`src/rtl/rpc_response_envelope_parser_macros.svh`:
```
// ----------------------------------------------------------------------------
// rpc response envelope parser assertion macros
// shared concurrent assertion forms, same-cycle and next-cycle
// ----------------------------------------------------------------------------
`ifndef RPC_RESPONSE_ENVELOPE_PARSER_MACROS_SVH
`define RPC_RESPONSE_ENVELOPE_PARSER_MACROS_SVH

// consequent checked in the same cycle
`define RREP_ASSERT_HOLDS(label, clk, rst_n, ante, cons, msg) \
    label: assert property (@(posedge clk) disable iff (!(rst_n)) (ante) |-> (cons)) \
        else $error(msg);

// consequent checked in the next cycle
`define RREP_ASSERT_NEXT(label, clk, rst_n, ante, cons, msg) \
    label: assert property (@(posedge clk) disable iff (!(rst_n)) (ante) |=> (cons)) \
        else $error(msg);

`endif

```
`src/rtl/rrep_pkg.sv`:
```
// ----------------------------------------------------------------------------
// rrep_pkg
// types and constants of the rpc response envelope parser
// ----------------------------------------------------------------------------
package rrep_pkg;

    typedef enum logic [3:0] {
        PH_OTAG  = 4'd0,
        PH_OVAL  = 4'd1,
        PH_OLEN  = 4'd2,
        PH_OBODY = 4'd3,
        PH_ITAG  = 4'd4,
        PH_IVAL  = 4'd5,
        PH_ILEN  = 4'd6,
        PH_IBODY = 4'd7,
        PH_ISKIP = 4'd8
    } t_phase;

    localparam logic [1:0] KIND_MESSAGE = 2'd0;
    localparam logic [1:0] KIND_PAYLOAD = 2'd1;
    localparam logic [1:0] KIND_SUMMARY = 2'd2;

    localparam logic [2:0] ERR_NONE        = 3'd0;
    localparam logic [2:0] ERR_VARINT_LONG = 3'd1;
    localparam logic [2:0] ERR_WIRE_TYPE   = 3'd2;
    localparam logic [2:0] ERR_TRUNCATED   = 3'd3;
    localparam logic [2:0] ERR_TOO_LARGE   = 3'd4;

    localparam logic [1:0] OCLS_OTHER   = 2'd0;
    localparam logic [1:0] OCLS_STATUS  = 2'd1;
    localparam logic [1:0] OCLS_PAYLOAD = 2'd2;

    localparam logic [1:0] ICLS_OTHER    = 2'd0;
    localparam logic [1:0] ICLS_SELECTED = 2'd1;

    localparam logic [2:0] WT_VARINT = 3'd0;
    localparam logic [2:0] WT_LEN    = 3'd2;

    localparam logic [31:0] FNUM_STATUS  = 32'd1;
    localparam logic [31:0] FNUM_PAYLOAD = 32'd2;
    localparam logic [31:0] FNUM_CODE    = 32'd1;
    localparam logic [31:0] FNUM_MESSAGE = 32'd2;

    localparam logic [3:0]  VARINT_MAX_BYTES  = 4'd10;
    localparam logic [31:0] MAX_PAYLOAD_RESET = 32'd4194304;

    typedef struct packed {
        logic [1:0]         kind;
        logic [7:0]         out_byte;
        logic signed [31:0] status_code;
        logic               has_status;
        logic [2:0]         error_code;
        logic               last_of_run;
    } t_result;

    typedef struct packed {
        logic    a_valid;
        t_result a;
        logic    b_valid;
        t_result b;
    } t_push;

endpackage

```
`src/rtl/rrep_if.sv`:
```
// ----------------------------------------------------------------------------
// rrep_if
// valid/ready channels for input bytes and parse results
// ----------------------------------------------------------------------------
interface rrep_in_if;
    logic       valid;
    logic       ready;
    logic [7:0] data_byte;
    logic       end_of_response;

    modport source (output valid, output data_byte, output end_of_response, input ready);
    modport sink (input valid, input data_byte, input end_of_response, output ready);
endinterface

interface rrep_out_if;
    logic               valid;
    logic               ready;
    logic [1:0]         kind;
    logic [7:0]         out_byte;
    logic signed [31:0] status_code;
    logic               has_status;
    logic [2:0]         error_code;
    logic               last_of_run;

    modport source (
        output valid, output kind, output out_byte, output status_code,
        output has_status, output error_code, output last_of_run, input ready
    );
    modport sink (
        input valid, input kind, input out_byte, input status_code,
        input has_status, input error_code, input last_of_run, output ready
    );
endinterface

```
`src/rtl/rrep_decoder.sv`:
```
// ----------------------------------------------------------------------------
// rrep_decoder
// per-byte wire format parse state and result generation
// ----------------------------------------------------------------------------
`include "rpc_response_envelope_parser_macros.svh"

module rrep_decoder (
    input  logic                  i_clk,
    input  logic                  i_rst_n,
    input  logic                  i_accept,
    input  logic [7:0]            i_data_byte,
    input  logic                  i_end,
    input  logic                  i_cfg_wr_en,
    input  logic [31:0]           i_cfg_wr_data,
    output rrep_pkg::t_push       o_push
);

    rrep_pkg::t_phase r_phase, n_phase, s_phase;
    logic [63:0]      r_acc, n_acc, s_acc;
    logic [3:0]       r_vcnt, n_vcnt, s_vcnt;
    logic [1:0]       r_ocls, n_ocls, s_ocls;
    logic [1:0]       r_icls, n_icls, s_icls;
    logic [63:0]      r_fbl, n_fbl, s_fbl;
    logic [63:0]      r_sbl, n_sbl, s_sbl;
    logic [63:0]      r_ibl, n_ibl, s_ibl;
    logic             r_seen, n_seen, s_seen;
    logic [31:0]      r_sval, n_sval, s_sval;
    logic [2:0]       r_err, n_err, s_err;
    logic [31:0]      r_max;

    logic [5:0]       w_shamt;
    logic [63:0]      w_fed;
    logic             w_too_long;
    logic             w_vdone;
    logic             w_is_varint;
    logic [2:0]       w_wt;
    logic [31:0]      w_fnum;
    logic [63:0]      w_sbl_dec;
    logic [63:0]      w_fbl_dec;
    logic [63:0]      w_ibl_dec;
    logic             w_ret;
    logic             w_body_v;
    logic [2:0]       w_sum_err;
    rrep_pkg::t_result w_body;
    rrep_pkg::t_result w_sum;

    assign w_shamt    = 6'(r_vcnt) * 6'd7;
    assign w_fed      = r_acc | ({56'd0, 1'b0, i_data_byte[6:0]} << w_shamt);
    assign w_too_long = r_vcnt >= rrep_pkg::VARINT_MAX_BYTES;
    assign w_vdone    = !i_data_byte[7];
    assign w_wt       = w_fed[2:0];
    assign w_fnum     = w_fed[34:3];
    assign w_sbl_dec  = r_sbl - 64'd1;
    assign w_fbl_dec  = r_fbl - 64'd1;
    assign w_ibl_dec  = r_ibl - 64'd1;
    assign w_is_varint = (r_phase == rrep_pkg::PH_OTAG) || (r_phase == rrep_pkg::PH_OVAL)
                      || (r_phase == rrep_pkg::PH_OLEN) || (r_phase == rrep_pkg::PH_ITAG)
                      || (r_phase == rrep_pkg::PH_IVAL) || (r_phase == rrep_pkg::PH_ILEN);

    // effect of one byte on the parse state
    always_comb begin
        s_phase = r_phase;
        s_acc   = r_acc;
        s_vcnt  = r_vcnt;
        s_ocls  = r_ocls;
        s_icls  = r_icls;
        s_fbl   = r_fbl;
        s_sbl   = r_sbl;
        s_ibl   = r_ibl;
        s_seen  = r_seen;
        s_sval  = r_sval;
        s_err   = r_err;
        w_ret   = 1'b0;
        if (r_err == rrep_pkg::ERR_NONE) begin
            if (w_is_varint && !w_too_long) begin
                if (w_vdone) begin
                    s_acc  = 64'd0;
                    s_vcnt = 4'd0;
                end else begin
                    s_acc  = w_fed;
                    s_vcnt = r_vcnt + 4'd1;
                end
            end
            case (r_phase)
                rrep_pkg::PH_OTAG: begin
                    if (w_too_long) begin
                        s_err = rrep_pkg::ERR_VARINT_LONG;
                    end else if (w_vdone) begin
                        if (w_wt == rrep_pkg::WT_VARINT) begin
                            s_phase = rrep_pkg::PH_OVAL;
                        end else if (w_wt == rrep_pkg::WT_LEN) begin
                            s_ocls = (w_fnum == rrep_pkg::FNUM_STATUS) ? rrep_pkg::OCLS_STATUS :
                                     (w_fnum == rrep_pkg::FNUM_PAYLOAD) ? rrep_pkg::OCLS_PAYLOAD :
                                     rrep_pkg::OCLS_OTHER;
                            s_phase = rrep_pkg::PH_OLEN;
                        end else begin
                            s_err = rrep_pkg::ERR_WIRE_TYPE;
                        end
                    end
                end
                rrep_pkg::PH_OVAL: begin
                    if (w_too_long) begin
                        s_err = rrep_pkg::ERR_VARINT_LONG;
                    end else if (w_vdone) begin
                        s_phase = rrep_pkg::PH_OTAG;
                    end
                end
                rrep_pkg::PH_OLEN: begin
                    if (w_too_long) begin
                        s_err = rrep_pkg::ERR_VARINT_LONG;
                    end else if (w_vdone) begin
                        if (r_ocls == rrep_pkg::OCLS_STATUS) begin
                            s_seen = 1'b1;
                            if (w_fed == 64'd0) begin
                                s_phase = rrep_pkg::PH_OTAG;
                            end else begin
                                s_sbl   = w_fed;
                                s_phase = rrep_pkg::PH_ITAG;
                            end
                        end else if (r_ocls == rrep_pkg::OCLS_PAYLOAD
                                     && w_fed > {32'd0, r_max}) begin
                            s_err = rrep_pkg::ERR_TOO_LARGE;
                        end else if (w_fed == 64'd0) begin
                            s_phase = rrep_pkg::PH_OTAG;
                        end else begin
                            s_fbl   = w_fed;
                            s_phase = rrep_pkg::PH_OBODY;
                        end
                    end
                end
                rrep_pkg::PH_OBODY: begin
                    s_fbl = w_fbl_dec;
                    if (w_fbl_dec == 64'd0) begin
                        s_phase = rrep_pkg::PH_OTAG;
                    end
                end
                default: begin
                    s_sbl = w_sbl_dec;
                    case (r_phase)
                        rrep_pkg::PH_ITAG: begin
                            if (w_too_long) begin
                                s_err = rrep_pkg::ERR_VARINT_LONG;
                                w_ret = 1'b1;
                            end else if (w_vdone) begin
                                if (w_wt == rrep_pkg::WT_VARINT) begin
                                    s_icls  = (w_fnum == rrep_pkg::FNUM_CODE) ?
                                              rrep_pkg::ICLS_SELECTED : rrep_pkg::ICLS_OTHER;
                                    s_phase = rrep_pkg::PH_IVAL;
                                end else if (w_wt == rrep_pkg::WT_LEN) begin
                                    s_icls  = (w_fnum == rrep_pkg::FNUM_MESSAGE) ?
                                              rrep_pkg::ICLS_SELECTED : rrep_pkg::ICLS_OTHER;
                                    s_phase = rrep_pkg::PH_ILEN;
                                end else begin
                                    s_phase = rrep_pkg::PH_ISKIP;
                                end
                            end
                        end
                        rrep_pkg::PH_IVAL: begin
                            if (w_too_long) begin
                                s_err = rrep_pkg::ERR_VARINT_LONG;
                                w_ret = 1'b1;
                            end else if (w_vdone) begin
                                if (r_icls == rrep_pkg::ICLS_SELECTED) begin
                                    s_sval = w_fed[31:0];
                                end
                                s_phase = rrep_pkg::PH_ITAG;
                            end
                        end
                        rrep_pkg::PH_ILEN: begin
                            if (w_too_long) begin
                                s_err = rrep_pkg::ERR_VARINT_LONG;
                                w_ret = 1'b1;
                            end else if (w_vdone) begin
                                if (w_fed > w_sbl_dec) begin
                                    s_err = rrep_pkg::ERR_TRUNCATED;
                                    w_ret = 1'b1;
                                end else if (w_fed == 64'd0) begin
                                    s_phase = rrep_pkg::PH_ITAG;
                                end else begin
                                    s_ibl   = w_fed;
                                    s_phase = rrep_pkg::PH_IBODY;
                                end
                            end
                        end
                        rrep_pkg::PH_IBODY: begin
                            s_ibl = w_ibl_dec;
                            if (w_ibl_dec == 64'd0) begin
                                s_phase = rrep_pkg::PH_ITAG;
                            end
                        end
                        default: begin
                        end
                    endcase
                    // end of the status field
                    if (!w_ret && w_sbl_dec == 64'd0) begin
                        if ((s_phase == rrep_pkg::PH_ITAG && s_vcnt == 4'd0)
                            || s_phase == rrep_pkg::PH_ISKIP) begin
                            s_phase = rrep_pkg::PH_OTAG;
                        end else begin
                            s_err = rrep_pkg::ERR_TRUNCATED;
                        end
                    end
                end
            endcase
        end
    end

    // next state: hold, step, or clear after the final byte
    always_comb begin
        n_phase = r_phase;
        n_acc   = r_acc;
        n_vcnt  = r_vcnt;
        n_ocls  = r_ocls;
        n_icls  = r_icls;
        n_fbl   = r_fbl;
        n_sbl   = r_sbl;
        n_ibl   = r_ibl;
        n_seen  = r_seen;
        n_sval  = r_sval;
        n_err   = r_err;
        if (i_accept) begin
            if (i_end) begin
                n_phase = rrep_pkg::PH_OTAG;
                n_acc   = 64'd0;
                n_vcnt  = 4'd0;
                n_ocls  = rrep_pkg::OCLS_OTHER;
                n_icls  = rrep_pkg::ICLS_OTHER;
                n_fbl   = 64'd0;
                n_sbl   = 64'd0;
                n_ibl   = 64'd0;
                n_seen  = 1'b0;
                n_sval  = 32'd0;
                n_err   = rrep_pkg::ERR_NONE;
            end else begin
                n_phase = s_phase;
                n_acc   = s_acc;
                n_vcnt  = s_vcnt;
                n_ocls  = s_ocls;
                n_icls  = s_icls;
                n_fbl   = s_fbl;
                n_sbl   = s_sbl;
                n_ibl   = s_ibl;
                n_seen  = s_seen;
                n_sval  = s_sval;
                n_err   = s_err;
            end
        end
    end

    // result words
    always_comb begin
        w_body_v = (r_err == rrep_pkg::ERR_NONE)
                && ((r_phase == rrep_pkg::PH_OBODY && r_ocls == rrep_pkg::OCLS_PAYLOAD)
                 || (r_phase == rrep_pkg::PH_IBODY && r_icls == rrep_pkg::ICLS_SELECTED));
        w_sum_err = s_err;
        if (s_err == rrep_pkg::ERR_NONE
            && (s_phase != rrep_pkg::PH_OTAG || s_vcnt != 4'd0)) begin
            w_sum_err = rrep_pkg::ERR_TRUNCATED;
        end

        w_body.kind        = (r_phase == rrep_pkg::PH_OBODY) ?
                             rrep_pkg::KIND_PAYLOAD : rrep_pkg::KIND_MESSAGE;
        w_body.out_byte    = i_data_byte;
        w_body.status_code = r_sval;
        w_body.has_status  = r_seen;
        w_body.error_code  = r_err;
        w_body.last_of_run = !i_end;

        w_sum.kind         = rrep_pkg::KIND_SUMMARY;
        w_sum.out_byte     = 8'd0;
        w_sum.status_code  = s_sval;
        w_sum.has_status   = s_seen;
        w_sum.error_code   = w_sum_err;
        w_sum.last_of_run  = 1'b1;

        o_push.a_valid = i_accept && (w_body_v || i_end);
        o_push.a       = w_body_v ? w_body : w_sum;
        o_push.b_valid = i_accept && w_body_v && i_end;
        o_push.b       = w_sum;
    end

    always_ff @(posedge i_clk) begin
        if (!i_rst_n) begin
            r_phase <= rrep_pkg::PH_OTAG;
            r_acc   <= 64'd0;
            r_vcnt  <= 4'd0;
            r_ocls  <= rrep_pkg::OCLS_OTHER;
            r_icls  <= rrep_pkg::ICLS_OTHER;
            r_fbl   <= 64'd0;
            r_sbl   <= 64'd0;
            r_ibl   <= 64'd0;
            r_seen  <= 1'b0;
            r_sval  <= 32'd0;
            r_err   <= rrep_pkg::ERR_NONE;
            r_max   <= rrep_pkg::MAX_PAYLOAD_RESET;
        end else begin
            r_phase <= n_phase;
            r_acc   <= n_acc;
            r_vcnt  <= n_vcnt;
            r_ocls  <= n_ocls;
            r_icls  <= n_icls;
            r_fbl   <= n_fbl;
            r_sbl   <= n_sbl;
            r_ibl   <= n_ibl;
            r_seen  <= n_seen;
            r_sval  <= n_sval;
            r_err   <= n_err;
            if (i_cfg_wr_en) begin
                r_max <= i_cfg_wr_data;
            end
        end
    end

    `RREP_ASSERT_HOLDS(a_vcnt_bound, i_clk, i_rst_n, 1'b1, r_vcnt <= rrep_pkg::VARINT_MAX_BYTES, "varint byte count past limit")
    `RREP_ASSERT_NEXT(a_err_sticky, i_clk, i_rst_n, r_err != rrep_pkg::ERR_NONE && !(i_accept && i_end), r_err == $past(r_err), "error changed before end of response")
    `RREP_ASSERT_NEXT(a_end_clears, i_clk, i_rst_n, i_accept && i_end, r_phase == rrep_pkg::PH_OTAG && r_err == rrep_pkg::ERR_NONE && r_vcnt == 4'd0, "parse state not cleared after end")

endmodule

```
`src/rtl/rrep_out_fifo.sv`:
```
// ----------------------------------------------------------------------------
// rrep_out_fifo
// result queue, up to two pushes and one pop per cycle
// ----------------------------------------------------------------------------
`include "rpc_response_envelope_parser_macros.svh"

module rrep_out_fifo #(
    parameter int DEPTH = 4
) (
    input  logic              i_clk,
    input  logic              i_rst_n,
    input  rrep_pkg::t_push   i_push,
    output logic              o_room,
    output logic              o_valid,
    output rrep_pkg::t_result o_data,
    input  logic              i_pop_ready
);

    localparam int PW = (DEPTH > 1) ? $clog2(DEPTH) : 1;
    localparam int CW = $clog2(DEPTH + 1);

    rrep_pkg::t_result r_mem [DEPTH];
    logic [PW-1:0]     r_wr, n_wr;
    logic [PW-1:0]     r_rd, n_rd;
    logic [CW-1:0]     r_count, n_count;
    logic [PW-1:0]     w_wr_next;
    logic              w_pop;

    function automatic logic [PW-1:0] f_inc(input logic [PW-1:0] p);
        return (p == PW'(DEPTH - 1)) ? '0 : p + 1'b1;
    endfunction

    assign w_wr_next = f_inc(r_wr);
    assign o_valid   = r_count != '0;
    assign o_data    = r_mem[r_rd];
    assign o_room    = r_count <= CW'(DEPTH - 2);
    assign w_pop     = o_valid && i_pop_ready;

    always_comb begin
        n_wr = r_wr;
        if (i_push.b_valid) begin
            n_wr = f_inc(w_wr_next);
        end else if (i_push.a_valid) begin
            n_wr = w_wr_next;
        end
        n_rd    = w_pop ? f_inc(r_rd) : r_rd;
        n_count = r_count + CW'(i_push.a_valid) + CW'(i_push.b_valid) - CW'(w_pop);
    end

    always_ff @(posedge i_clk) begin
        if (i_push.a_valid) begin
            r_mem[r_wr] <= i_push.a;
        end
        if (i_push.b_valid) begin
            r_mem[w_wr_next] <= i_push.b;
        end
    end

    always_ff @(posedge i_clk) begin
        if (!i_rst_n) begin
            r_wr    <= '0;
            r_rd    <= '0;
            r_count <= '0;
        end else begin
            r_wr    <= n_wr;
            r_rd    <= n_rd;
            r_count <= n_count;
        end
    end

    `RREP_ASSERT_HOLDS(a_count_bound, i_clk, i_rst_n, 1'b1, r_count <= CW'(DEPTH), "queue count past depth")
    `RREP_ASSERT_HOLDS(a_push_room, i_clk, i_rst_n, i_push.a_valid, r_count <= CW'(DEPTH - 2), "push without room for two words")
    `RREP_ASSERT_HOLDS(a_push_order, i_clk, i_rst_n, i_push.b_valid, i_push.a_valid, "second word pushed without first")

endmodule

```
`src/rtl/rpc_response_envelope_parser.sv`:
```
// a result word is written into the output queue when its input byte is accepted
// throughput: one byte per cycle while the output queue has room; a final
//   byte that also carries a message or payload byte yields two words at once
// the output queue accepts a byte only while it has room for two words
// reset: sync active low, clears parse state and queue, presets max payload limit
// ----------------------------------------------------------------------------
// rpc_response_envelope_parser
// byte-serial decoder of a protobuf response envelope with status and payload
// ----------------------------------------------------------------------------
module rpc_response_envelope_parser #(
    parameter int OUT_DEPTH = 4
) (
    input  logic        i_clk,
    input  logic        i_rst_n,
    rrep_in_if.sink     i_in,
    rrep_out_if.source  o_out,
    input  logic        i_cfg_wr_en,
    input  logic [31:0] i_cfg_wr_data
);

    rrep_pkg::t_push   w_push;
    rrep_pkg::t_result w_head;
    logic              w_room;
    logic              w_accept;

    assign i_in.ready = w_room;
    assign w_accept   = i_in.valid && w_room;

    rrep_decoder u_decoder (
        .i_clk         (i_clk),
        .i_rst_n       (i_rst_n),
        .i_accept      (w_accept),
        .i_data_byte   (i_in.data_byte),
        .i_end         (i_in.end_of_response),
        .i_cfg_wr_en   (i_cfg_wr_en),
        .i_cfg_wr_data (i_cfg_wr_data),
        .o_push        (w_push)
    );

    rrep_out_fifo #(
        .DEPTH (OUT_DEPTH)
    ) u_out_fifo (
        .i_clk       (i_clk),
        .i_rst_n     (i_rst_n),
        .i_push      (w_push),
        .o_room      (w_room),
        .o_valid     (o_out.valid),
        .o_data      (w_head),
        .i_pop_ready (o_out.ready)
    );

    assign o_out.kind        = w_head.kind;
    assign o_out.out_byte    = w_head.out_byte;
    assign o_out.status_code = w_head.status_code;
    assign o_out.has_status  = w_head.has_status;
    assign o_out.error_code  = w_head.error_code;
    assign o_out.last_of_run = w_head.last_of_run;

endmodule

```
`src/flat_wrapper.sv`:
```
// flat-port wrapper written by rule: the top's interface ports become plain ports
module rpc_response_envelope_parser_flat 
#(
    parameter int OUT_DEPTH = 4
)
  (i_clk, i_rst_n, i_cfg_wr_en, i_cfg_wr_data, i_in_valid, i_in_data_byte, i_in_end_of_response, i_in_ready, o_out_valid, o_out_kind, o_out_out_byte, o_out_status_code, o_out_has_status, o_out_error_code, o_out_last_of_run, o_out_ready);
  rrep_in_if i_in_i ();
  rrep_out_if o_out_i ();
  input  logic i_clk;
  input  logic i_rst_n;
  input  logic i_cfg_wr_en;
  input  logic [31:0] i_cfg_wr_data;
  input wire logic [$bits(i_in_i.valid)-1:0] i_in_valid;
  input wire logic [$bits(i_in_i.data_byte)-1:0] i_in_data_byte;
  input wire logic [$bits(i_in_i.end_of_response)-1:0] i_in_end_of_response;
  output wire logic [$bits(i_in_i.ready)-1:0] i_in_ready;
  output wire logic [$bits(o_out_i.valid)-1:0] o_out_valid;
  output wire logic [$bits(o_out_i.kind)-1:0] o_out_kind;
  output wire logic [$bits(o_out_i.out_byte)-1:0] o_out_out_byte;
  output wire logic [$bits(o_out_i.status_code)-1:0] o_out_status_code;
  output wire logic [$bits(o_out_i.has_status)-1:0] o_out_has_status;
  output wire logic [$bits(o_out_i.error_code)-1:0] o_out_error_code;
  output wire logic [$bits(o_out_i.last_of_run)-1:0] o_out_last_of_run;
  input wire logic [$bits(o_out_i.ready)-1:0] o_out_ready;
  assign i_in_i.valid = i_in_valid;
  assign i_in_i.data_byte = i_in_data_byte;
  assign i_in_i.end_of_response = i_in_end_of_response;
  assign i_in_ready = i_in_i.ready;
  assign o_out_valid = o_out_i.valid;
  assign o_out_kind = o_out_i.kind;
  assign o_out_out_byte = o_out_i.out_byte;
  assign o_out_status_code = o_out_i.status_code;
  assign o_out_has_status = o_out_i.has_status;
  assign o_out_error_code = o_out_i.error_code;
  assign o_out_last_of_run = o_out_i.last_of_run;
  assign o_out_i.ready = o_out_ready;
  rpc_response_envelope_parser #(.OUT_DEPTH(OUT_DEPTH)) u_core (.i_clk(i_clk), .i_rst_n(i_rst_n), .i_in(i_in_i), .o_out(o_out_i), .i_cfg_wr_en(i_cfg_wr_en), .i_cfg_wr_data(i_cfg_wr_data));
endmodule
```
`config.mk`:
```
export PLATFORM = sky130hd
export DESIGN_NAME = rpc_response_envelope_parser_flat
export DESIGN_NICKNAME = d
export VERILOG_FILES = /design/src/rtl/rrep_pkg.sv /design/src/rtl/rrep_if.sv /design/src/rtl/rrep_decoder.sv /design/src/rtl/rrep_out_fifo.sv /design/src/rtl/rpc_response_envelope_parser.sv /design/src/flat_wrapper.sv
export VERILOG_INCLUDE_DIRS = /design/src /design/src/rtl
export SDC_FILE = /design/constraint.sdc
export NUM_CORES = 2
export LEC_CHECK = 0
export ABC_AREA = 0
export BUFFER_PORTS_ARGS = -buffer_cell sky130_fd_sc_hd__buf_4
export CORE_MARGIN = 1.5
export CORE_UTILIZATION = 55
export DETAILED_ROUTE_END_ITERATION = 6
export GPL_TIMING_DRIVEN = 0
export HOLD_SLACK_MARGIN = 0.05
export PLACE_DENSITY = 0.72
export SLEW_MARGIN = 5
export SYNTH_ARGS = -nofsm -noshare
export SYNTH_HDL_FRONTEND = slang
export SYNTH_HIERARCHICAL = 1
export SYNTH_SLANG_ARGS = --single-unit
export TNS_END_PERCENT = 100
```
`constraint.sdc`:
```
create_clock -name i_clk -period 19.59 [get_ports i_clk]
set_input_delay 0.9795 -clock i_clk [delete_from_list [all_inputs] [get_ports i_clk]]
set_output_delay 0.9795 -clock i_clk [all_outputs]
set_load 0.005 [all_outputs]
```
Yosys cells after proc, flatten, opt, wreduce, memory -nomap -nowiden
Memory sizes are Yosys's and may differ from the RTL's. A register that Yosys moved wholly into a read port is not among the register bits.
Cells that the tools add are included.
W data, S select, Z words.

cells by class
  reductions and logical operators = 55
  multiply operators = 1
  $add $sub $neg = 10
  shift-type cells = 1
  order comparisons = 4
  eq/ne operators = 33
  mux-type cells = 133
  bitwise operators = 1

operators with widths
  operator                 number
  $mux W64                 22
  $pmux W64 S2             3
  $logic_not A64 Y1        4
  $mux W32                 7
  $sub A64 B1 Y64 const B  3
  $mux W4                  32
  $gt A64 B32 Y1           1
  $gt A64 B64 Y1           1
  $or A64 B64 Y64          1
  $shl A7 B6 Y64           1
  $mux W3                  18
  $mux W2                  26
  $mux W47                 1
  $eq A32 B1 Y1 const B    1
  $eq A32 B2 Y1 const B    1
  $pmux W4 S4              2
  $ne A3 B3 Y1 const B     9
  $reduce_and A7 Y1        3
  $eq A4 B3 Y1 const B     5
  $mux W1                  19
  $reduce_and A8 Y1        2
  $logic_and A1 B1 Y1      13
  $pmux W3 S4              1
  $reduce_bool A2 Y1       6
  28 further kinds         56

word-level totals
  word-level logic and storage cells = 254
  memories kept = 1
  output and inout port bits = 49
  bits in writable memories = 188
  bits in registers = 343

memories
  memory                   depth  width  rd ports  clocked after Yosys merged registers in  write ports  line                 text
  u_core.u_out_fifo.r_mem  4      47     1         1                                        2            rrep_out_fifo.sv:22  rrep_pkg::t_result r_mem [DEPTH];

Depth between registers and ports, before layout
  word-level depth = 23
  mapped depth = 32
  gate-level depth less buffers = 27

Cells and area by module
Netlist, hierarchy kept.

modules (own cells, without submodules)
  module                        sequential area each (sq um)  area each (sq um)  cells each  times used
  rrep_decoder                  6,706.4                       25,684.6           3,465       1
  rrep_out_fifo                 5,825.6                       9,962.1            517         1
  rpc_response_envelope_parser  0.0                           6.3                1           1

Worst setup path before layout
Ideal clock, no wire load.

  kind = reg2reg
  from = register u_core.u_decoder.r_vcnt[0]
  to = memory u_core/u_out_fifo/r_mem[0][2] (netlist name), data pin
  cell stages (with the launch flop) = 30
  data arrival time = 6,472 ps
  clock period less this slack = 6,732 ps
  path slack = 12,858 ps
  cell sequence = dfxtp_1 -> buf_2 -> inv_1 -> clkbuf_1 -> fa_1 -> inv_1 -> ha_1 -> inv_1 -> fa_1 -> buf_2 -> xnor2_1 -> a32o_1 -> or2_2 -> clkbuf_1 -> o21ai_0 -> nor2b_1 -> inv_1 -> ha_1 -> a21o_1 -> a21o_1 -> a21o_1 -> a221oi_1 -> o21ai_0 -> a311oi_1 -> a21oi_1 -> o41ai_1 -> a211oi_2 -> o31ai_1 -> o31ai_1 -> mux2_2

RTL lines
  element                 line                 text
  from (decl)             rrep_decoder.sv:20   logic [3:0] r_vcnt, n_vcnt, s_vcnt;
  from (signal assigned)  rrep_decoder.sv:299  r_vcnt <= n_vcnt;
  to (decl)               rrep_out_fifo.sv:22

Worst setup path in the final report
  from = register u_core.u_decoder.r_vcnt[0]
  to = register u_core.u_decoder.r_ibl[51]

between the ends
  longest elaborated chain between the ends = 11
  elaborated cells on any way between the ends = 18

ends and longest elaborated chain
  element                                                  line                 text
  branches (longest 11 deep; another with $gt A64 B64 Y1)  -
  to (signal assigned)                                     rrep_decoder.sv:304  r_ibl <= n_ibl;
  to (decl)                                                rrep_decoder.sv:25   logic [63:0] r_ibl, n_ibl, s_ibl;

Parallel ways; which one is timed is not known. The select of a mux whose other input is x is not followed.
A chain may end at the register's enable or synchronous reset.

==> results.md <==
- Outcome: finished, violations left
- Violated checks: capacitance limit, slew limit
- Sequential cell area: 0.0125 mm²
- Via count of the first global-routing pass: 31700
- Number of buffers and inverters on the critical path: 9
- RSZ-0062 raised after global routing: no
- Most frequent CP cell: sky130_fd_sc_hd__inv_1
- Register bit total from synthesis: 532
- CTS Hold Bufs: 0
- Overall die area: 0.0664 mm²
- Setup total negative slack: 0 ns
- I/O pins: 95
- Cell count after synthesis: 3983
- Power Internal: 2.49 mW
- Area of the core region: 0.0642 mm²
- Cell with the most instances after synthesis: sky130_fd_sc_hd__nand2_1
- Number of antenna violations at the first check in global routing: 4
- Number of warnings reported in the yosys synthesis log: 6
- Maximum achievable frequency: a little under 100 MHz
- Area of all placed cells without fillers: 0.0397 mm²
- Final #Nets: 4321
- Via-to-Cell Ratio: 6.75
- Detailed-router iteration count before antenna repair: 6
- Total of fill cells in the finished design: 5643
- CP max stage delay: 1.13 ns
- Mapped Area: 0.0357 mm²
- Placed wire-length estimate after detailed placement: 99700 µm
- Sequential share of the synthesized area: 35.2%
- Die boundary width: 258 µm
- Maximum Capacitance Violations: 2
- Max Buffers Root-to-Sink: 3
- Crit path capture type: register
- Hold/Removal Path Class: reg2reg
- Number of max-slew violations in the final report: 16
- Clock-pin transition on the worst setup and hold timing paths: 0.07 ns
- Minimum setup slack among reg-to-reg paths: approximately 9.4 ns
- Power share of the clock group: 29.1%
- Post CTS Setup Buffer Count: 0
- P&R area growth vs syn: 11.3%
- Number of setup violations in the final report: 0
- Later-pin clock latency in the skew report: 0.68 ns
- Layout cell share with drive strength beyond 1: 14.7%
- Average size of a mapped cell: 8.95 µm²
- Switching power summed over all nets: 1.64 mW
- Final Power: ~4.1 mW
- IO Port Bufs: 93
- Multi-input gate area in the final layout: 0.0214 mm²
- Total via count in the routed design: between 30000 and 40000
- Number of flops mapped to enable cells by yosys: about 190
- Post-route DRC: 0
- TritonCTS clock tree: done
- Final hold vios: 0
- Total overflow reported by the global router: 0
- Setup clock skew after layout: 0.0291 ns
- Largest area contributor in the synthesized netlist: sky130_fd_sc_hd__dfxtp_1
- CTS sink cnt: 532
- Cell area power density: 104 mW/mm²
- Startpoint types: register
- Sequential share of power: 29.7%
- Rows: 93
- Pin count of the biggest net entering global routing: between 40 and 50
- Final worst path period need: 10.17 ns
- Largest fanout of any net on the critical path: 11
- Tightest slew margin relative to the limit: -1.02%
- Crit share post-route: 51.9%
- 1st-iter DRT viols: about 4700
- Initial standard-cell utilization of the core: between 50% and 60%
- Worst setup path category: reg2reg
- Global placement routability congestion: 1.03
- Die Height: ~260 µm
- Placed cell area: 0.0376 mm²
- Switching share of total power: 39.7%
- CTS resizes: 0
- Clock H-tree levels: 2
- Req. time, crit path: 20.11 ns
- Cell types with the highest counts after synthesis: 380 x sky130_fd_sc_hd__nand2_1, 344 x sky130_fd_sc_hd__dfxtp_1, 293 x sky130_fd_sc_hd__nor2_1
- Cell with the biggest individual delay on the critical path: sky130_fd_sc_hd__a21oi_1
- Combined global-route utilization of all metal layers: 40.7%
- Share of Yosys cell area claimed by the top area cell type: 19.3%
- Wire length of the first global-routing pass: 205000 µm
- Inserted Clock Buffers: 60
- Max VDD drop: 0.000111 V
- Unique cell type count in the Yosys netlist: 97
- Synth top area cells: sky130_fd_sc_hd__dfxtp_1 19%, sky130_fd_sc_hd__edfxtp_1 16%, sky130_fd_sc_hd__mux2_2 5.0%, sky130_fd_sc_hd__ha_1 4.1%, sky130_fd_sc_hd__nand2_1 4.0%
- Post-detailed-route count of antenna-violating nets: 0
- FFs w/ async S/R, synth: 0%
- CTS Root Buffer Type: sky130_fd_sc_hd__clkbuf_16
- Total Routed Length: 140000 µm
- Dominant synthesized flop cell: sky130_fd_sc_hd__dfxtp_1
- CP arrival: 10.69 ns
- Combinational Power Share: 41.2%
- Worst-Margin Slew: 1.52 ns
- Avg WL per Cell: 27.7 µm
- Cell class contributing the biggest share of worst-path delay: compound AO/OA/AOI/OAI gates
- Standby leakage power: 15.6 nW
## registers in the layout, summed over array words and instances, names as in the netlist, 3 cells and up, named ones only
register / cells
u_core/u_decoder/r_max: 32
u_core/u_decoder/r_sbl: 64
u_core/u_decoder/r_err: 3
u_core/u_decoder/r_phase: 4
u_core/u_decoder/r_ibl: 64
u_core/u_decoder/r_vcnt: 4
u_core/u_decoder/r_acc: 64
u_core/u_out_fifo/r_mem: 188
u_core/u_out_fifo/r_count: 3
u_core/u_decoder/r_sval: 32
u_core/u_decoder/r_fbl: 64
## worst reg2reg max path, delay by kind of cell (launching register included)
kind	cells	cell delay [ns]
buffers and inverters	9	2.95
AOI/OAI and AO/OA	11	3.90
DFF	1	0.31
xor gates and xnor gates	1	0.34
adders and majority gates	4	1.69
and+or+nand+nor	4	0.81
## worst paths after layout
check,cells after the start,from,endpoint
setup reg to reg,29,u_core/u_decoder/r_vcnt[0],u_core/u_decoder/r_ibl[51]
setup / recovery,29,u_core/u_decoder/r_vcnt[0],u_core/u_decoder/r_ibl[51]
hold reg to reg,2,u_core/u_decoder/r_sbl[26],u_core/u_decoder/r_sbl[26]
hold / removal,2,u_core/u_decoder/r_sbl[26],u_core/u_decoder/r_sbl[26]
## cells in the final DEF, fill, tap and decap left out, drive strengths merged, types with 104 or more instances in the layout
master,instances
edfxtp,188
nor2,293
inv,124
ha,116
clkbuf,299
a21oi,242
dfxtp,344
nor4,116
o21ai,165
nor2b,104
a21boi,117
buf,182
nor3,139
mux2,234
nand2,384
## per-layer routing
layer	wire length (µm)	vias up	GRT usage [%]
met3	16300	529	9.47
li1	-	15200	-
met4	10700	8	26.3
met2	58900	2174	61.0
met5	57	-	0
met1	54100	16300	52.8
## power groups by stage
| stage | combinational, mW | sequential [mW] | clock, mW |
|---|---|---|---|
| after CTS | 1.65 | 1.23 | 1.21 |
| after global placement | 1.62 | 1.25 | 0 |
| final | 1.70 | 1.23 | 1.20 |
| after detailed placement | 1.63 | 1.25 | 0 |
| after global routing | 1.83 | 1.23 | 1.25 |
| after floorplan | 1.15 | 1.24 | 0 |
## final cells by class
class	instances	area share, %
well taps	855	2.70
diodes	3	0.0189
repair buffers	99	1.92
plain buffers	300	3.52
multi-input cells	3041	53.9
clock inverters	30	0.864
inverters	119	1.13
flip-flops and latches	532	31.6
clock buffers	82	4.40
## cells by family after synthesis
family          share of synthesized area, %
simple gates                            21.2
compound gates                          18.4
flops                                   35.2
buf+inv                                 5.17
mux                                     12.8
fa+ha+maj                               4.41
xor+xnor                                2.90
other cells                           0.0211
## per-stage QoR
stage / setup WS [ns] / cells / util (%) / hold slack [ns]
final: 9.42 / 5061 / 61.8 / 0.485
after CTS: 9.98 / 5058 / 61.8 / 0.481
after detailed placement: 10.0 / 4946 / 58.5 / 0.472
after global placement: 9.90 / 4940 / 58.3 / 0.461
after floorplan: 12.86 / 3992 / - / 0.445
after global routing: 9.34 / 5058 / 61.8 / 0.501
Power figures use the tool's default switching activity.
